File: src/sv/tdq_pkg.sv
// ----------------------------------------------------------------------------
// tdq_pkg: shared types for the thread deque
// Operation and status codes, controller command and datapath status bundles.
// ----------------------------------------------------------------------------
`default_nettype none

package tdq_pkg;

  localparam int DEPTH_DEF       = 16;
  localparam int ID_BITS_DEF     = 16;
  localparam int HANDLE_BITS_DEF = 16;

  typedef enum logic [2:0] {
    MODE_PUSH_BACK  = 3'd0,
    MODE_PUSH_FRONT = 3'd1,
    MODE_POP_BACK   = 3'd2,
    MODE_POP_FRONT  = 3'd3,
    MODE_REMOVE     = 3'd4
  } mode_t;

  typedef enum logic [1:0] {
    ST_OK        = 2'd0,
    ST_EMPTY     = 2'd1,
    ST_FULL      = 2'd2,
    ST_NOT_FOUND = 2'd3
  } status_t;

  typedef enum logic [1:0] {
    RD_BACK  = 2'd0,
    RD_FRONT = 2'd1,
    RD_NEXT  = 2'd2,
    RD_NEXT2 = 2'd3
  } rd_sel_t;

  typedef enum logic [1:0] {
    WR_BACK  = 2'd0,
    WR_FRONT = 2'd1,
    WR_POS   = 2'd2
  } wr_sel_t;

  typedef enum logic [1:0] {
    POS_HOLD = 2'd0,
    POS_CLR  = 2'd1,
    POS_INC  = 2'd2
  } pos_op_t;

  typedef enum logic [1:0] {
    CNT_HOLD = 2'd0,
    CNT_INC  = 2'd1,
    CNT_DEC  = 2'd2
  } cnt_op_t;

  typedef enum logic [1:0] {
    FR_HOLD = 2'd0,
    FR_DEC  = 2'd1,
    FR_INC  = 2'd2
  } front_op_t;

  typedef struct packed {
    logic      latch_in;
    logic      rd_en;
    rd_sel_t   rd_sel;
    logic      wr_en;
    wr_sel_t   wr_sel;
    pos_op_t   pos_op;
    cnt_op_t   cnt_op;
    front_op_t front_op;
    logic      res_load;
    logic      res_take;
    status_t   res_status;
    logic      out_load;
  } cmd_t;

  typedef struct packed {
    mode_t mode;
    logic  full;
    logic  empty;
    logic  match;
    logic  pos_last;
    logic  shift_last;
    logic  out_free;
  } stat_t;

endpackage

`default_nettype wire

File: src/sv/tdq_ctrl.sv
// ----------------------------------------------------------------------------
// tdq_ctrl: deque operation sequencer
// Steps each operation through the decode, memory read, search, shift and output phases it needs.
// ----------------------------------------------------------------------------
`default_nettype none

module tdq_ctrl (
  input  wire logic            clk,
  input  wire logic            rst_n,
  input  wire logic            in_valid,
  output logic                 in_ready,
  input  wire tdq_pkg::stat_t  stat,
  output tdq_pkg::cmd_t        cmd
);
  import tdq_pkg::*;

  typedef enum logic [2:0] {
    S_IDLE,
    S_EXEC,
    S_POP,
    S_SRCH,
    S_SHIFT,
    S_OUT
  } state_t;

  state_t state_r;
  state_t state_nxt;
  logic   in_ready_nxt;
  logic   in_ready_r;

  assign in_ready = in_ready_r;

  always_comb begin
    cmd            = '0;
    cmd.rd_sel     = RD_FRONT;
    cmd.wr_sel     = WR_BACK;
    cmd.pos_op     = POS_HOLD;
    cmd.cnt_op     = CNT_HOLD;
    cmd.front_op   = FR_HOLD;
    cmd.res_status = ST_OK;
    state_nxt      = state_r;
    case (state_r)
      S_IDLE: begin
        cmd.latch_in = in_valid & in_ready_r;
        if (in_valid & in_ready_r) begin
          state_nxt = S_EXEC;
        end
      end
      S_EXEC: begin
        case (stat.mode)
          MODE_PUSH_BACK, MODE_PUSH_FRONT: begin
            cmd.res_load = 1'b1;
            if (stat.full) begin
              cmd.res_status = ST_FULL;
            end else begin
              cmd.wr_en  = 1'b1;
              cmd.cnt_op = CNT_INC;
              if (stat.mode == MODE_PUSH_FRONT) begin
                cmd.wr_sel   = WR_FRONT;
                cmd.front_op = FR_DEC;
              end
            end
            state_nxt = S_OUT;
          end
          MODE_POP_BACK, MODE_POP_FRONT: begin
            if (stat.empty) begin
              cmd.res_load   = 1'b1;
              cmd.res_status = ST_EMPTY;
              state_nxt      = S_OUT;
            end else begin
              cmd.rd_en  = 1'b1;
              cmd.rd_sel = (stat.mode == MODE_POP_BACK) ? RD_BACK : RD_FRONT;
              state_nxt  = S_POP;
            end
          end
          MODE_REMOVE: begin
            if (stat.empty) begin
              cmd.res_load   = 1'b1;
              cmd.res_status = ST_NOT_FOUND;
              state_nxt      = S_OUT;
            end else begin
              cmd.rd_en  = 1'b1;
              cmd.rd_sel = RD_FRONT;
              cmd.pos_op = POS_CLR;
              state_nxt  = S_SRCH;
            end
          end
          default: begin
            // unused codes: plain ok result, no change
            cmd.res_load = 1'b1;
            state_nxt    = S_OUT;
          end
        endcase
      end
      S_POP: begin
        cmd.res_load = 1'b1;
        cmd.res_take = 1'b1;
        cmd.cnt_op   = CNT_DEC;
        if (stat.mode == MODE_POP_FRONT) begin
          cmd.front_op = FR_INC;
        end
        state_nxt = S_OUT;
      end
      S_SRCH: begin
        if (stat.match) begin
          cmd.res_load = 1'b1;
          cmd.res_take = 1'b1;
          if (stat.pos_last) begin
            cmd.cnt_op = CNT_DEC;
            state_nxt  = S_OUT;
          end else begin
            // fetch the follower; pos stays on the hole
            cmd.rd_en  = 1'b1;
            cmd.rd_sel = RD_NEXT;
            state_nxt  = S_SHIFT;
          end
        end else if (stat.pos_last) begin
          cmd.res_load   = 1'b1;
          cmd.res_status = ST_NOT_FOUND;
          state_nxt      = S_OUT;
        end else begin
          cmd.rd_en  = 1'b1;
          cmd.rd_sel = RD_NEXT;
          cmd.pos_op = POS_INC;
        end
      end
      S_SHIFT: begin
        cmd.wr_en  = 1'b1;
        cmd.wr_sel = WR_POS;
        cmd.pos_op = POS_INC;
        if (stat.shift_last) begin
          cmd.cnt_op = CNT_DEC;
          state_nxt  = S_OUT;
        end else begin
          cmd.rd_en  = 1'b1;
          cmd.rd_sel = RD_NEXT2;
        end
      end
      S_OUT: begin
        if (stat.out_free) begin
          cmd.out_load = 1'b1;
          state_nxt    = S_IDLE;
        end
      end
      default: begin
        state_nxt = S_IDLE;
      end
    endcase
    in_ready_nxt = (state_nxt == S_IDLE);
  end

  always_ff @(posedge clk) begin
    if (!rst_n) begin
      state_r    <= S_IDLE;
      in_ready_r <= 1'b1;
    end else begin
      state_r    <= state_nxt;
      in_ready_r <= in_ready_nxt;
    end
  end

endmodule

`default_nettype wire

File: src/sv/tdq_dp.sv
// ----------------------------------------------------------------------------
// tdq_dp: deque datapath
// Circular entry memory, front pointer, entry count, scan position and the
// result and output registers.
// ----------------------------------------------------------------------------
`default_nettype none

module tdq_dp #(
  parameter int DEPTH       = tdq_pkg::DEPTH_DEF,
  parameter int ID_BITS     = tdq_pkg::ID_BITS_DEF,
  parameter int HANDLE_BITS = tdq_pkg::HANDLE_BITS_DEF,
  localparam int CW         = $clog2(DEPTH + 1)
) (
  input  wire logic                   clk,
  input  wire logic                   rst_n,
  input  wire logic [2:0]             in_mode,
  input  wire logic [ID_BITS-1:0]     in_id,
  input  wire logic [HANDLE_BITS-1:0] in_handle,
  input  wire tdq_pkg::cmd_t          cmd,
  output tdq_pkg::stat_t              stat,
  output logic                        out_valid,
  input  wire logic                   out_ready,
  output logic [ID_BITS-1:0]          out_id,
  output logic [HANDLE_BITS-1:0]      out_handle,
  output logic [1:0]                  out_status,
  output logic [CW-1:0]               out_occ
);
  import tdq_pkg::*;

  localparam int AW = (DEPTH > 1) ? $clog2(DEPTH) : 1;
  localparam int EW = ID_BITS + HANDLE_BITS;
  localparam logic [CW:0] DEPTH_W = (CW + 1)'(DEPTH);

  logic [EW-1:0]          mem [DEPTH];
  logic [EW-1:0]          rdata_r;

  logic [2:0]             mode_r;
  logic [ID_BITS-1:0]     id_r;
  logic [HANDLE_BITS-1:0] hd_r;

  logic [AW-1:0]          front_r;
  logic [AW-1:0]          front_nxt;
  logic [CW-1:0]          count_r;
  logic [CW-1:0]          count_nxt;
  logic [CW-1:0]          pos_r;
  logic [CW-1:0]          pos_nxt;
  logic                   out_valid_r;

  logic [ID_BITS-1:0]     res_id_r;
  logic [HANDLE_BITS-1:0] res_hd_r;
  logic [1:0]             res_status_r;

  logic [ID_BITS-1:0]     out_id_r;
  logic [HANDLE_BITS-1:0] out_hd_r;
  logic [1:0]             out_status_r;
  logic [CW-1:0]          out_occ_r;

  logic [CW:0]            cnt_x;
  logic [CW:0]            pos_x;
  logic [AW-1:0]          front_m1;
  logic [AW-1:0]          rd_addr;
  logic [AW-1:0]          wr_addr;
  logic [EW-1:0]          wr_data;

  // position relative to front, wrapped onto the circular store
  function automatic logic [AW-1:0] cell_of(input logic [AW-1:0] f, input logic [CW:0] x);
    logic [CW:0] s;
    s = (CW + 1)'(f) + x;
    if (s >= DEPTH_W) begin
      s = s - DEPTH_W;
    end
    return s[AW-1:0];
  endfunction

  assign cnt_x    = {1'b0, count_r};
  assign pos_x    = {1'b0, pos_r};
  assign front_m1 = (front_r == '0) ? AW'(DEPTH - 1) : front_r - AW'(1);

  always_comb begin
    case (cmd.rd_sel)
      RD_BACK:  rd_addr = cell_of(front_r, cnt_x - (CW + 1)'(1));
      RD_FRONT: rd_addr = front_r;
      RD_NEXT:  rd_addr = cell_of(front_r, pos_x + (CW + 1)'(1));
      RD_NEXT2: rd_addr = cell_of(front_r, pos_x + (CW + 1)'(2));
      default:  rd_addr = front_r;
    endcase
  end

  always_comb begin
    wr_data = {hd_r, id_r};
    case (cmd.wr_sel)
      WR_BACK:  wr_addr = cell_of(front_r, cnt_x);
      WR_FRONT: wr_addr = front_m1;
      WR_POS: begin
        wr_addr = cell_of(front_r, pos_x);
        wr_data = rdata_r;
      end
      default:  wr_addr = cell_of(front_r, cnt_x);
    endcase
  end

  always_comb begin
    case (cmd.cnt_op)
      CNT_INC: count_nxt = count_r + CW'(1);
      CNT_DEC: count_nxt = count_r - CW'(1);
      default: count_nxt = count_r;
    endcase
    case (cmd.pos_op)
      POS_CLR: pos_nxt = '0;
      POS_INC: pos_nxt = pos_r + CW'(1);
      default: pos_nxt = pos_r;
    endcase
    case (cmd.front_op)
      FR_DEC:  front_nxt = front_m1;
      FR_INC:  front_nxt = cell_of(front_r, (CW + 1)'(1));
      default: front_nxt = front_r;
    endcase
  end

  always_comb begin
    stat.mode       = mode_t'(mode_r);
    stat.full       = (count_r == CW'(DEPTH));
    stat.empty      = (count_r == '0);
    stat.match      = (rdata_r[ID_BITS-1:0] == id_r);
    stat.pos_last   = (pos_x + (CW + 1)'(1) >= cnt_x);
    stat.shift_last = (pos_x + (CW + 1)'(2) >= cnt_x);
    stat.out_free   = ~out_valid_r | out_ready;
  end

  always_ff @(posedge clk) begin
    if (cmd.wr_en) begin
      mem[wr_addr] <= wr_data;
    end
    if (cmd.rd_en) begin
      rdata_r <= mem[rd_addr];
    end
  end

  always_ff @(posedge clk) begin
    if (!rst_n) begin
      front_r     <= '0;
      count_r     <= '0;
      pos_r       <= '0;
      out_valid_r <= 1'b0;
    end else begin
      front_r <= front_nxt;
      count_r <= count_nxt;
      pos_r   <= pos_nxt;
      if (cmd.out_load) begin
        out_valid_r <= 1'b1;
      end else if (out_ready) begin
        out_valid_r <= 1'b0;
      end
    end
  end

  always_ff @(posedge clk) begin
    if (cmd.latch_in) begin
      mode_r <= in_mode;
      id_r   <= in_id;
      hd_r   <= in_handle;
    end
    if (cmd.res_load) begin
      res_id_r     <= cmd.res_take ? rdata_r[ID_BITS-1:0] : '0;
      res_hd_r     <= cmd.res_take ? rdata_r[EW-1:ID_BITS] : '0;
      res_status_r <= cmd.res_status;
    end
    if (cmd.out_load) begin
      out_id_r     <= res_id_r;
      out_hd_r     <= res_hd_r;
      out_status_r <= res_status_r;
      out_occ_r    <= count_r;
    end
  end

  assign out_valid  = out_valid_r;
  assign out_id     = out_id_r;
  assign out_handle = out_hd_r;
  assign out_status = out_status_r;
  assign out_occ    = out_occ_r;

endmodule

`default_nettype wire

File: src/sv/thread_deque_with_remove_by_id.sv
// ----------------------------------------------------------------------------
// thread_deque_with_remove_by_id: bounded deque of thread entries
// Each input beat carries one operation (push back, push front, pop back,
// pop front, remove first entry with a given id); each gives one result beat.
// Input channel: in_tuser holds the mode, in_tdata the id and handle.
// Output channel: out_tdata holds id, handle and occupancy after the
// operation, out_tuser the status (ok, empty, full, not found).
// Entries sit in a circular memory of DEPTH cells with one write and one
// registered read port; operations run one at a time through a sequencer.
// Pushes, failed pops and unused modes go from decode straight to the result
// step; a pop adds one memory read, and a remove one memory read per scanned
// entry plus one read and write per entry moved up to close the gap; a new
// beat can be taken the cycle after the result enters the output register.
// Reset empties the deque; memory contents are not cleared.
// A stalled receiver holds the result in the output register; the next beat
// is still accepted and its result waits until the register frees.
// ----------------------------------------------------------------------------
`default_nettype none

module thread_deque_with_remove_by_id #(
  parameter int DEPTH       = tdq_pkg::DEPTH_DEF,
  parameter int ID_BITS     = tdq_pkg::ID_BITS_DEF,
  parameter int HANDLE_BITS = tdq_pkg::HANDLE_BITS_DEF,
  localparam int CW         = $clog2(DEPTH + 1),
  localparam int IN_TW      = ((ID_BITS + HANDLE_BITS + 7) / 8) * 8,
  localparam int OUT_TW     = ((ID_BITS + HANDLE_BITS + CW + 7) / 8) * 8
) (
  input  wire logic              clk,
  input  wire logic              rst_n,
  input  wire logic              in_tvalid,
  output logic                   in_tready,
  input  wire logic [IN_TW-1:0]  in_tdata,   // thread_id, handle
  input  wire logic [2:0]        in_tuser,   // mode
  output logic                   out_tvalid,
  input  wire logic              out_tready,
  output logic [OUT_TW-1:0]      out_tdata,  // out_id, out_handle, occupancy
  output logic [1:0]             out_tuser   // status
);
  import tdq_pkg::*;

  cmd_t                   cmd;
  stat_t                  stat;
  logic [ID_BITS-1:0]     out_id;
  logic [HANDLE_BITS-1:0] out_handle;
  logic [CW-1:0]          out_occ;

  tdq_ctrl u_ctrl (
    .clk      (clk),
    .rst_n    (rst_n),
    .in_valid (in_tvalid),
    .in_ready (in_tready),
    .stat     (stat),
    .cmd      (cmd)
  );

  tdq_dp #(
    .DEPTH       (DEPTH),
    .ID_BITS     (ID_BITS),
    .HANDLE_BITS (HANDLE_BITS)
  ) u_dp (
    .clk        (clk),
    .rst_n      (rst_n),
    .in_mode    (in_tuser),
    .in_id      (in_tdata[ID_BITS-1:0]),
    .in_handle  (in_tdata[ID_BITS +: HANDLE_BITS]),
    .cmd        (cmd),
    .stat       (stat),
    .out_valid  (out_tvalid),
    .out_ready  (out_tready),
    .out_id     (out_id),
    .out_handle (out_handle),
    .out_status (out_tuser),
    .out_occ    (out_occ)
  );

  assign out_tdata = OUT_TW'({out_occ, out_handle, out_id});

endmodule

`default_nettype wire

File: config.mk
export PLATFORM = sky130hd
export DESIGN_NAME = thread_deque_with_remove_by_id
export DESIGN_NICKNAME = d
export VERILOG_FILES = /design/src/sv/tdq_pkg.sv /design/src/sv/tdq_ctrl.sv /design/src/sv/tdq_dp.sv /design/src/sv/thread_deque_with_remove_by_id.sv
export SDC_FILE = /design/constraint.sdc
export NUM_CORES = 1
export LEC_CHECK = 0
export ABC_AREA = 1
export BUFFER_PORTS_ARGS = -buffer_cell sky130_fd_sc_hd__buf_2
export CORE_MARGIN = 1.5
export CORE_UTILIZATION = 57
export DETAILED_ROUTE_END_ITERATION = 7
export GPL_TIMING_DRIVEN = 0
export PLACE_DENSITY = 0.77
export REMOVE_ABC_BUFFERS = 1
export SLEW_MARGIN = 10
export SYNTH_ARGS = -nofsm -noshare
export SYNTH_HDL_FRONTEND = slang
export SYNTH_SLANG_ARGS = --single-unit
export TNS_END_PERCENT = 30
File: constraint.sdc
create_clock -name clk -period 4.2 [get_ports clk]
set_input_delay 0.42 -clock clk [delete_from_list [all_inputs] [get_ports clk]]
set_output_delay 0.42 -clock clk [all_outputs]
set_load 0.02 [all_outputs]
==> results.py, run 1 <==
metrics = {
    "cts": {
        "cts_max_level": 3,
        "cts.sinks": 671,
        "cts_tree": "yes",
        "clock_latency_ps": 640,
        "cts_buffers": 69,
        "clk_pin_slew_ps": 70,
        "clock_path_buffers": 3,
        "cts-root-buf": "clkbuf_16",
    },
    "sta": {
        "post-route-period-util": 0.973,
        "max_slew.worst_pin.slew_ps": 1120,
        "fin_ws_ps": 114,
        "fin_crit_ps": 4090,
        "setup_violations": 0,
        "timing.fmax_ghz": 0.245,
        "slew_viol_final": 0,
        "finalHoldViolCount": 0,
        "relSlewSlack": 0.251,
        "fin_skew_ps": 32.8,
    },
    "floorplan": {
        "die_area_sq_um": 54800,
        "die_h_microns": 234,
        "core-area_sq_um": 52700,
        "rows": 84,
        "start_util": 0.578,
        "die-width_microns": 234,
        "io_pins": 83,
    },
    "logic_synthesis": {
        "syn_inst": 2865,
        "ys.flop_type": "edfxtp_1",
        "synth_area_leaders": "edfxtp_1 (64%), nand3_1 (7.8%), inv_1 (7.6%)",
        "synth_top_area_frac": 0.643,
        "ys_seq_area_frac": 0.656,
        "yosys_warnings": 0,
        "ys_seq_elements": 671,
        "yosys.area.top_type": "edfxtp_1",
        "synth_edf_count": 652,
        "async_flop_share": 0,
        "syn_avg_cell_area_sq_um": 10.6,
        "synth_cell_types": 45,
        "mappedNetlistArea_sq_um": 30400,
    },
    "routing": {
        "wirelength_microns": 88800,
        "first_iter_violations": 3718,
        "ant_nets": 0,
        "route.vias.total": 23000,
        "drcViolationCount": 0,
        "routedWlPerCell_microns": 24.0,
        "drt-pass1-iter-count": 7,
        "vias_per_cell": 6.21,
    },
    "place": {
        "dp_hpwl_microns": 45400,
        "post-place-ws_ps": -1050,
        "gp_congestion": 0.844,
        "dp.cells": 3505,
        "numPortBuffers": 79,
    },
    "global_route": {
        "grt_max_degree": 133,
        "grt_pass1_wl_microns": 128000,
        "grt-ovfl-total": 0,
        "antenna_found_initial": 0,
        "grt_pass1_vias": 22000,
        "grt.total_usage": 0.318,
    },
    "layout": {
        "fill_cells": 3542,
        "seq_area_sq_um": 20000,
        "final_cells": 3699,
        "drive_gt1_frac": 0.110,
        "multi_input_area_sq_um": 7630,
        "synthToLayoutAreaGrowth_pct": 16.2,
        "nNetsFinal": 3032,
        "antennaDiodeCount": 0,
    },
    "setup_path": {
        "crit_slowest_cell": "dfxtp_2",
        "critical_path_class": "register to register",
        "cp_max_fo": 21,
        "required_ps": 4580,
        "end_kind": "register",
        "crit_path_start_kind": "register",
        "critPathMaxStageDelay_ps": 430,
        "worst_ep_arrival_time_ps": 4460,
        "crit_path_cell_trace": "nand3_1, xor2_1, ha_1, a21oi_1, nand2_1, nor2_2, nand3_4, xor2_1, ha_1, inv_1, fa_1, xor2_1, nand2_2, nand3_4, inv_12, buf_12, buf_16, nand3_1, nand3_1, nand2_1",
    },
    "worst_hold_path": {
        "min_path_type": "input port to register",
    },
    "power": {
        "peakVddDrop_mv": 0.486,
        "leakagePower_nw": 14.9,
        "power_density_nw_per_um2": 688,
    },
    "job": {
        "drv_cap": 0,
    },
    "run_status": {
        "status": "finished, final reports clean",
    },
}
## layout by cell type, fill, tap and decap left out, types with 16 or more instances in the layout
cell type and instances:
o21ai_0 20, nor2_1 62, dlygate4sd3_1 31, ha_1 30
nand4_1 260, inv_1 609, clkbuf_16 77, nand3_1 470
nor2_4 19, buf_2 79, buf_12 22, a21oi_1 21
buf_4 16, o21ai_1 33, edfxtp_1 652, buf_16 28
clkbuf_1 17, nand2_1 397
## synth_stat cells (15+ instances only)
cell,number
edfxtp_1,652
inv_1,614
nand3_1,472
nand2_1,402
nand4_1,260
buf_2,116
nor2_1,80
o21ai_0,52
clkbuf_1,44
ha_1,31
a21oi_1,21
dfxtp_1,19
xnor2_1,15
xor2_1,15
## sequential cells by signal, indices dropped and copies added (netlist names)
name,flops
u_dp.res_id_r,16
u_dp.rdata_r,32
u_dp.out_occ,5
u_ctrl.state_r,3
u_dp.out_id,16
u_dp.mode_r,3
u_dp.hd_r,16
u_dp.res_status_r,2
u_dp.out_handle,16
u_dp.res_hd_r,16
u_dp.count_r,5
u_dp.id_r,16
u_dp.out_status,2
u_dp.mem,512
u_dp.pos_r,5
u_ctrl.in_ready,1
u_dp.out_valid,1
u_dp.front_r,4
## path summary, 6_finish.rpt
path                                    from                       endpoint  slack (ps)  cells after the start
max               u_dp.pos_r[3]$_SDFFE_PN0P_     u_dp.rdata_r[12]$_DFFE_PP_         110                     20
min                              in_tdata[2]         u_dp.id_r[2]$_DFFE_PP_          20                      1
max reg2reg       u_dp.pos_r[3]$_SDFFE_PN0P_     u_dp.rdata_r[12]$_DFFE_PP_         110                     20
min reg2reg  u_dp.res_hd_r[12]$_SDFFCE_PN0P_  u_dp.out_handle[12]$_DFFE_PP_         420                      0
## final cells by class
cell class,instances,share of cell area
Clock inverter,33,0.00920
Timing Repair Buffer,187,0.0658
Multi-Input combinational cell,1407,0.216
Clock buffer,91,0.0532
Tap cell,688,0.0243
Inverter,621,0.0667
Timing Repair inverter,1,0.000248
Sequential cell,671,0.565
## per-layer routing
metal / global-route usage / up-vias / wire (microns)
met1: 0.401 / 10800 / 30700
li1: - / 9912 / -
met4: 0.192 / 0 / 5710
met2: 0.500 / 1840 / 40700
met3: 0.0767 / 417 / 11700
met5: 0 / - / 0
## per-stage QoR
step	util	hold WS, ps	instance area, sq um	TNS, ps	power (mW)
after CTS	0.666	17.2	35100	0	23.7
after detailed placement	0.611	405	32200	-23540	17.2
after global routing	0.672	10.8	35400	-76.0	25.2
final	0.672	24.8	35400	0	24.3
after global placement	0.586	402	30800	-2371530	16.3
after floorplan	-	400	29600	-135130	14.3
## cell families (layout without fill, tap and decap cells)
family	Yosys count	after routing	share of synthesized area
compound gates	84	84	0.0146
xor+xnor	30	30	0.00863
simple gates	1246	1254	0.200
other cells	1	3	0.000123
flops	671	671	0.656
mux	1	1	0.000329
buf+inv	797	933	0.105
fa+ha+maj	35	35	0.0154
## power by group
group	internal, mW	total, mW	switching [mW]
sequential	9.06	9.30	0.240
clock	3.38	5.98	2.60
combinational	2.78	9.06	6.28
total	15.2	24.3	9.12
## worst max-delay path: cells and delay by family, from the launching register on
family | cells | cell delay [ps]
compound gates | 1 | 120
xor+xnor | 3 | 520
fa+ha+maj | 3 | 900
buf+inv | 4 | 520
flops | 1 | 430
simple gates | 9 | 1310
## what timing repair did
item,4_1_cts,5_1_grt
endpoints found under the hold margin,31,0
setup endpoints to repair,32,32
gates cloned,13,6
setup buffers,12,5
gates resized for setup,16,14
pin swaps,7,0
hold buffers,31,0
No activity file was read; power rests on OpenSTA's default activity.
==> run 2, diff against run 1 <==
--- a/config.mk
+++ b/config.mk
@@ -8,13 +8,14 @@
 export ABC_AREA = 1
 export BUFFER_PORTS_ARGS = -buffer_cell sky130_fd_sc_hd__buf_2
 export CORE_MARGIN = 1.5
-export CORE_UTILIZATION = 57
+export CORE_UTILIZATION = 50
 export DETAILED_ROUTE_END_ITERATION = 7
 export GPL_TIMING_DRIVEN = 0
-export PLACE_DENSITY = 0.77
+export PLACE_DENSITY = 0.69
 export REMOVE_ABC_BUFFERS = 1
 export SLEW_MARGIN = 10
 export SYNTH_ARGS = -nofsm -noshare
 export SYNTH_HDL_FRONTEND = slang
+export SYNTH_HIERARCHICAL = 1
 export SYNTH_SLANG_ARGS = --single-unit
 export TNS_END_PERCENT = 30
==> results.py, run 2 <==
metrics = {
    "layout": {
        "fin_area_sq_um": 37200,
        "nNetsFinal": 3192,
        "synthToLayoutAreaGrowth_pct": 21.4,
        "drive_gt1_frac": 0.144,
        "largestRegisters": "u_dp/mem (512), u_dp/rdata_r (32)",
        "regMostFlops": "u_dp/mem",
        "multi_input_area_sq_um": 8110,
        "layout_commonest_cell": "edfxtp_1",
        "fill_cells": 4430,
        "most-common-layout-cells": "edfxtp_1 (652), inv_1 (609), nand2_1 (594), nand3_1 (363), nand4_1 (265)",
        "antennaDiodeCount": 0,
        "seq_area_sq_um": 20000,
        "largest_reg_flops": 512,
    },
    "routing": {
        "routedWlPerCell_microns": 24.5,
        "route.vias.total": 23600,
        "wl_met2_microns": 44300,
        "drt-pass1-iter-count": 6,
        "wirelength_microns": 96800,
        "wl_met3_microns": 12700,
        "drcViolationCount": 0,
        "ant_nets": 0,
        "first_iter_violations": 3540,
        "wl_met1_microns": 34300,
        "topRoutingLayerUsed": "met5",
        "vias_per_cell": 5.96,
    },
    "global_route": {
        "grt.total_usage": 0.294,
        "grt_pass1_wl_microns": 137000,
        "grt-ovfl-total": 0,
        "grt_max_degree": 67,
        "grt_pass1_vias": 22700,
        "antenna_found_initial": 2,
    },
    "cts": {
        "cts_tree": "yes",
        "cts-root-buf": "clkbuf_16",
        "clock_latency_ps": 630,
        "cts_max_level": 3,
        "cts.sinks": 671,
        "clock_path_buffers": 3,
        "clk_pin_slew_ps": 60,
        "cts_buffers": 69,
    },
    "setup_path": {
        "required_ps": 4570,
        "cp_max_fo": 9,
        "critPathMaxStageDelay_ps": 560,
        "crit_path_frequent_cell": "nand2_1",
        "critical_path_class": "register to register",
        "end_kind": "register",
        "crit_slowest_cell": "fa_1",
        "worst_ep_arrival_time_ps": 4640,
        "crit_path_start_kind": "register",
    },
    "power": {
        "power_density_nw_per_um2": 616,
        "peakVddDrop_mv": 0.367,
        "p_total_mw": 22.9,
        "leakagePower_nw": 16.0,
    },
    "sta": {
        "slew_viol_final": 0,
        "post-route-period-util": 1.02,
        "setup_violations": 22,
        "fin_skew_ps": 31.9,
        "rsz0062_at_grt": "true",
        "relSlewSlack": 0.209,
        "fin_ws_ps": -74.3,
        "max_slew.worst_pin.slew_ps": 1180,
        "fin_crit_ps": 4270,
        "whs_ps": 21.4,
        "timing.fmax_ghz": 0.234,
        "finalHoldViolCount": 0,
    },
    "place": {
        "numPortBuffers": 79,
        "dp_hpwl_microns": 46200,
        "gp_congestion": 0.889,
        "placed_area_sq_um": 32800,
    },
    "floorplan": {
        "die-width_microns": 251,
        "io_pins": 83,
        "rows": 90,
        "start_util": 0.507,
        "die_area_sq_um": 62800,
        "die_h_microns": 251,
        "core-area_sq_um": 60500,
    },
    "logic_synthesis": {
        "mappedNetlistArea_sq_um": 30700,
        "synth.most_common_cell": "edfxtp_1",
        "ys_seq_elements": 671,
        "yosys.area_share.simple": 0.201,
        "synth_edf_count": 652,
        "synth_fa_ha_area_frac": 0.0153,
        "ys.flop_type": "edfxtp_1",
        "syn_avg_cell_area_sq_um": 10.4,
        "synth_xor_area_frac": 0.00685,
        "yosys-top-cells-count": "edfxtp_1 (652), inv_1 (618), nand2_1 (608)",
        "synthMuxAreaShare": 0.0103,
        "synth_cell_types": 43,
        "synth_top_area_frac": 0.638,
        "ys_seq_area_frac": 0.651,
        "yosys_warnings": 6,
        "synth_top_family_by_area": "simple AND/OR/NAND/NOR gates",
        "syn_inst": 2947,
        "synth_area_leaders": "edfxtp_1 (64%), inv_1 (7.6%), nand2_1 (7.4%)",
        "yosys.area.top_type": "edfxtp_1",
        "synth_compound_area_frac": 0.0123,
        "async_flop_share": 0,
    },
    "worst_hold_path": {
        "min_path_type": "input port to register",
    },
    "run_status": {
        "status": "finished, violations left",
        "violations": "negative setup slack",
    },
    "job": {
        "drv_cap": 0,
    },
}
run 2: area by class of cell:
| cell class | count | area share |
|---|---|---|
| clock buffers | 87 | 0.0490 |
| clock inverters | 35 | 0.00954 |
| inverters | 625 | 0.0638 |
| multi-input cells | 1488 | 0.218 |
| flip-flops and latches | 671 | 0.536 |
| well taps | 782 | 0.0263 |
| repair buffers | 258 | 0.0951 |
| repair inverters | 5 | 0.00225 |
run 2: kinds of logic after synthesis:
logic type / after synthesis
flip-flops: 671
AO/OA/AOI/OAI: 70
XOR/XNOR: 24
AND/OR/NAND/NOR: 1321
buffers and inverters: 797
adder cells (fa/ha/maj): 35
other: 1
multiplexers: 28
run 2: repair_timing:
| action | in CTS | in global routing |
|---|---|---|
| pin swaps | 24 | 23 |
| endpoints found under the setup margin | 442 | 544 |
| hold buffers | 31 | 0 |
| gates cloned | 26 | 14 |
| resized for setup | 52 | 63 |
| endpoints found under the hold margin | 31 | 0 |
| buffers inserted | 39 | 27 |
run 2: worst paths after layout:
check	startpoint	end	depth (start not counted)	slack (ps)
worst max-delay path	u_dp/pos_r[1]$_SDFFE_PN0P_	u_dp/rdata_r[26]$_DFFE_PP_	28	-70
worst min register to register	u_dp/res_hd_r[0]$_SDFFCE_PN0P_	u_dp/out_handle[0]$_DFFE_PP_	0	410
worst min-delay path	in_tdata[9]	u_dp/id_r[9]$_DFFE_PP_	1	20
worst max register to register	u_dp/pos_r[1]$_SDFFE_PN0P_	u_dp/rdata_r[26]$_DFFE_PP_	28	-70
run 2: critical path, delay by kind of cell (launching register included):
kind                     cells  cell delay (ps)
AO/OA/AOI/OAI                3              460
adder cells (fa/ha/maj)      4             1170
buffers and inverters        6              700
flip-flops                   1              390
AND/OR/NAND/NOR             15             1270
run 2: metal layers:
| layer | GRT usage | vias up |
|---|---|---|
| li1 | - | 10200 |
| met1 | 0.374 | 11200 |
| met2 | 0.465 | 1759 |
| met3 | 0.0714 | 359 |
| met4 | 0.162 | 6 |
| met5 | 0 | - |
run 2: per-stage QoR:
stage	setup slack (ps)	std cells	setup TNS, ps	util
final	-74.3	3951	-385	0.616
after floorplan	-4860	2777	-646330	-
after detailed placement	-1980	3695	-99660	0.542
after global routing	-259	3951	-40910	0.616
after CTS	-229	3912	-22890	0.604
after global placement	-12490	3638	-3267590	0.516
run 2: report_power, final:
part | switching (mW) | leakage [nW] | internal [mW]
clock network | 2.58 | 1.06 | 3.46
registers | 0.272 | 6.06 | 8.88
logic | 5.21 | 8.93 | 2.53
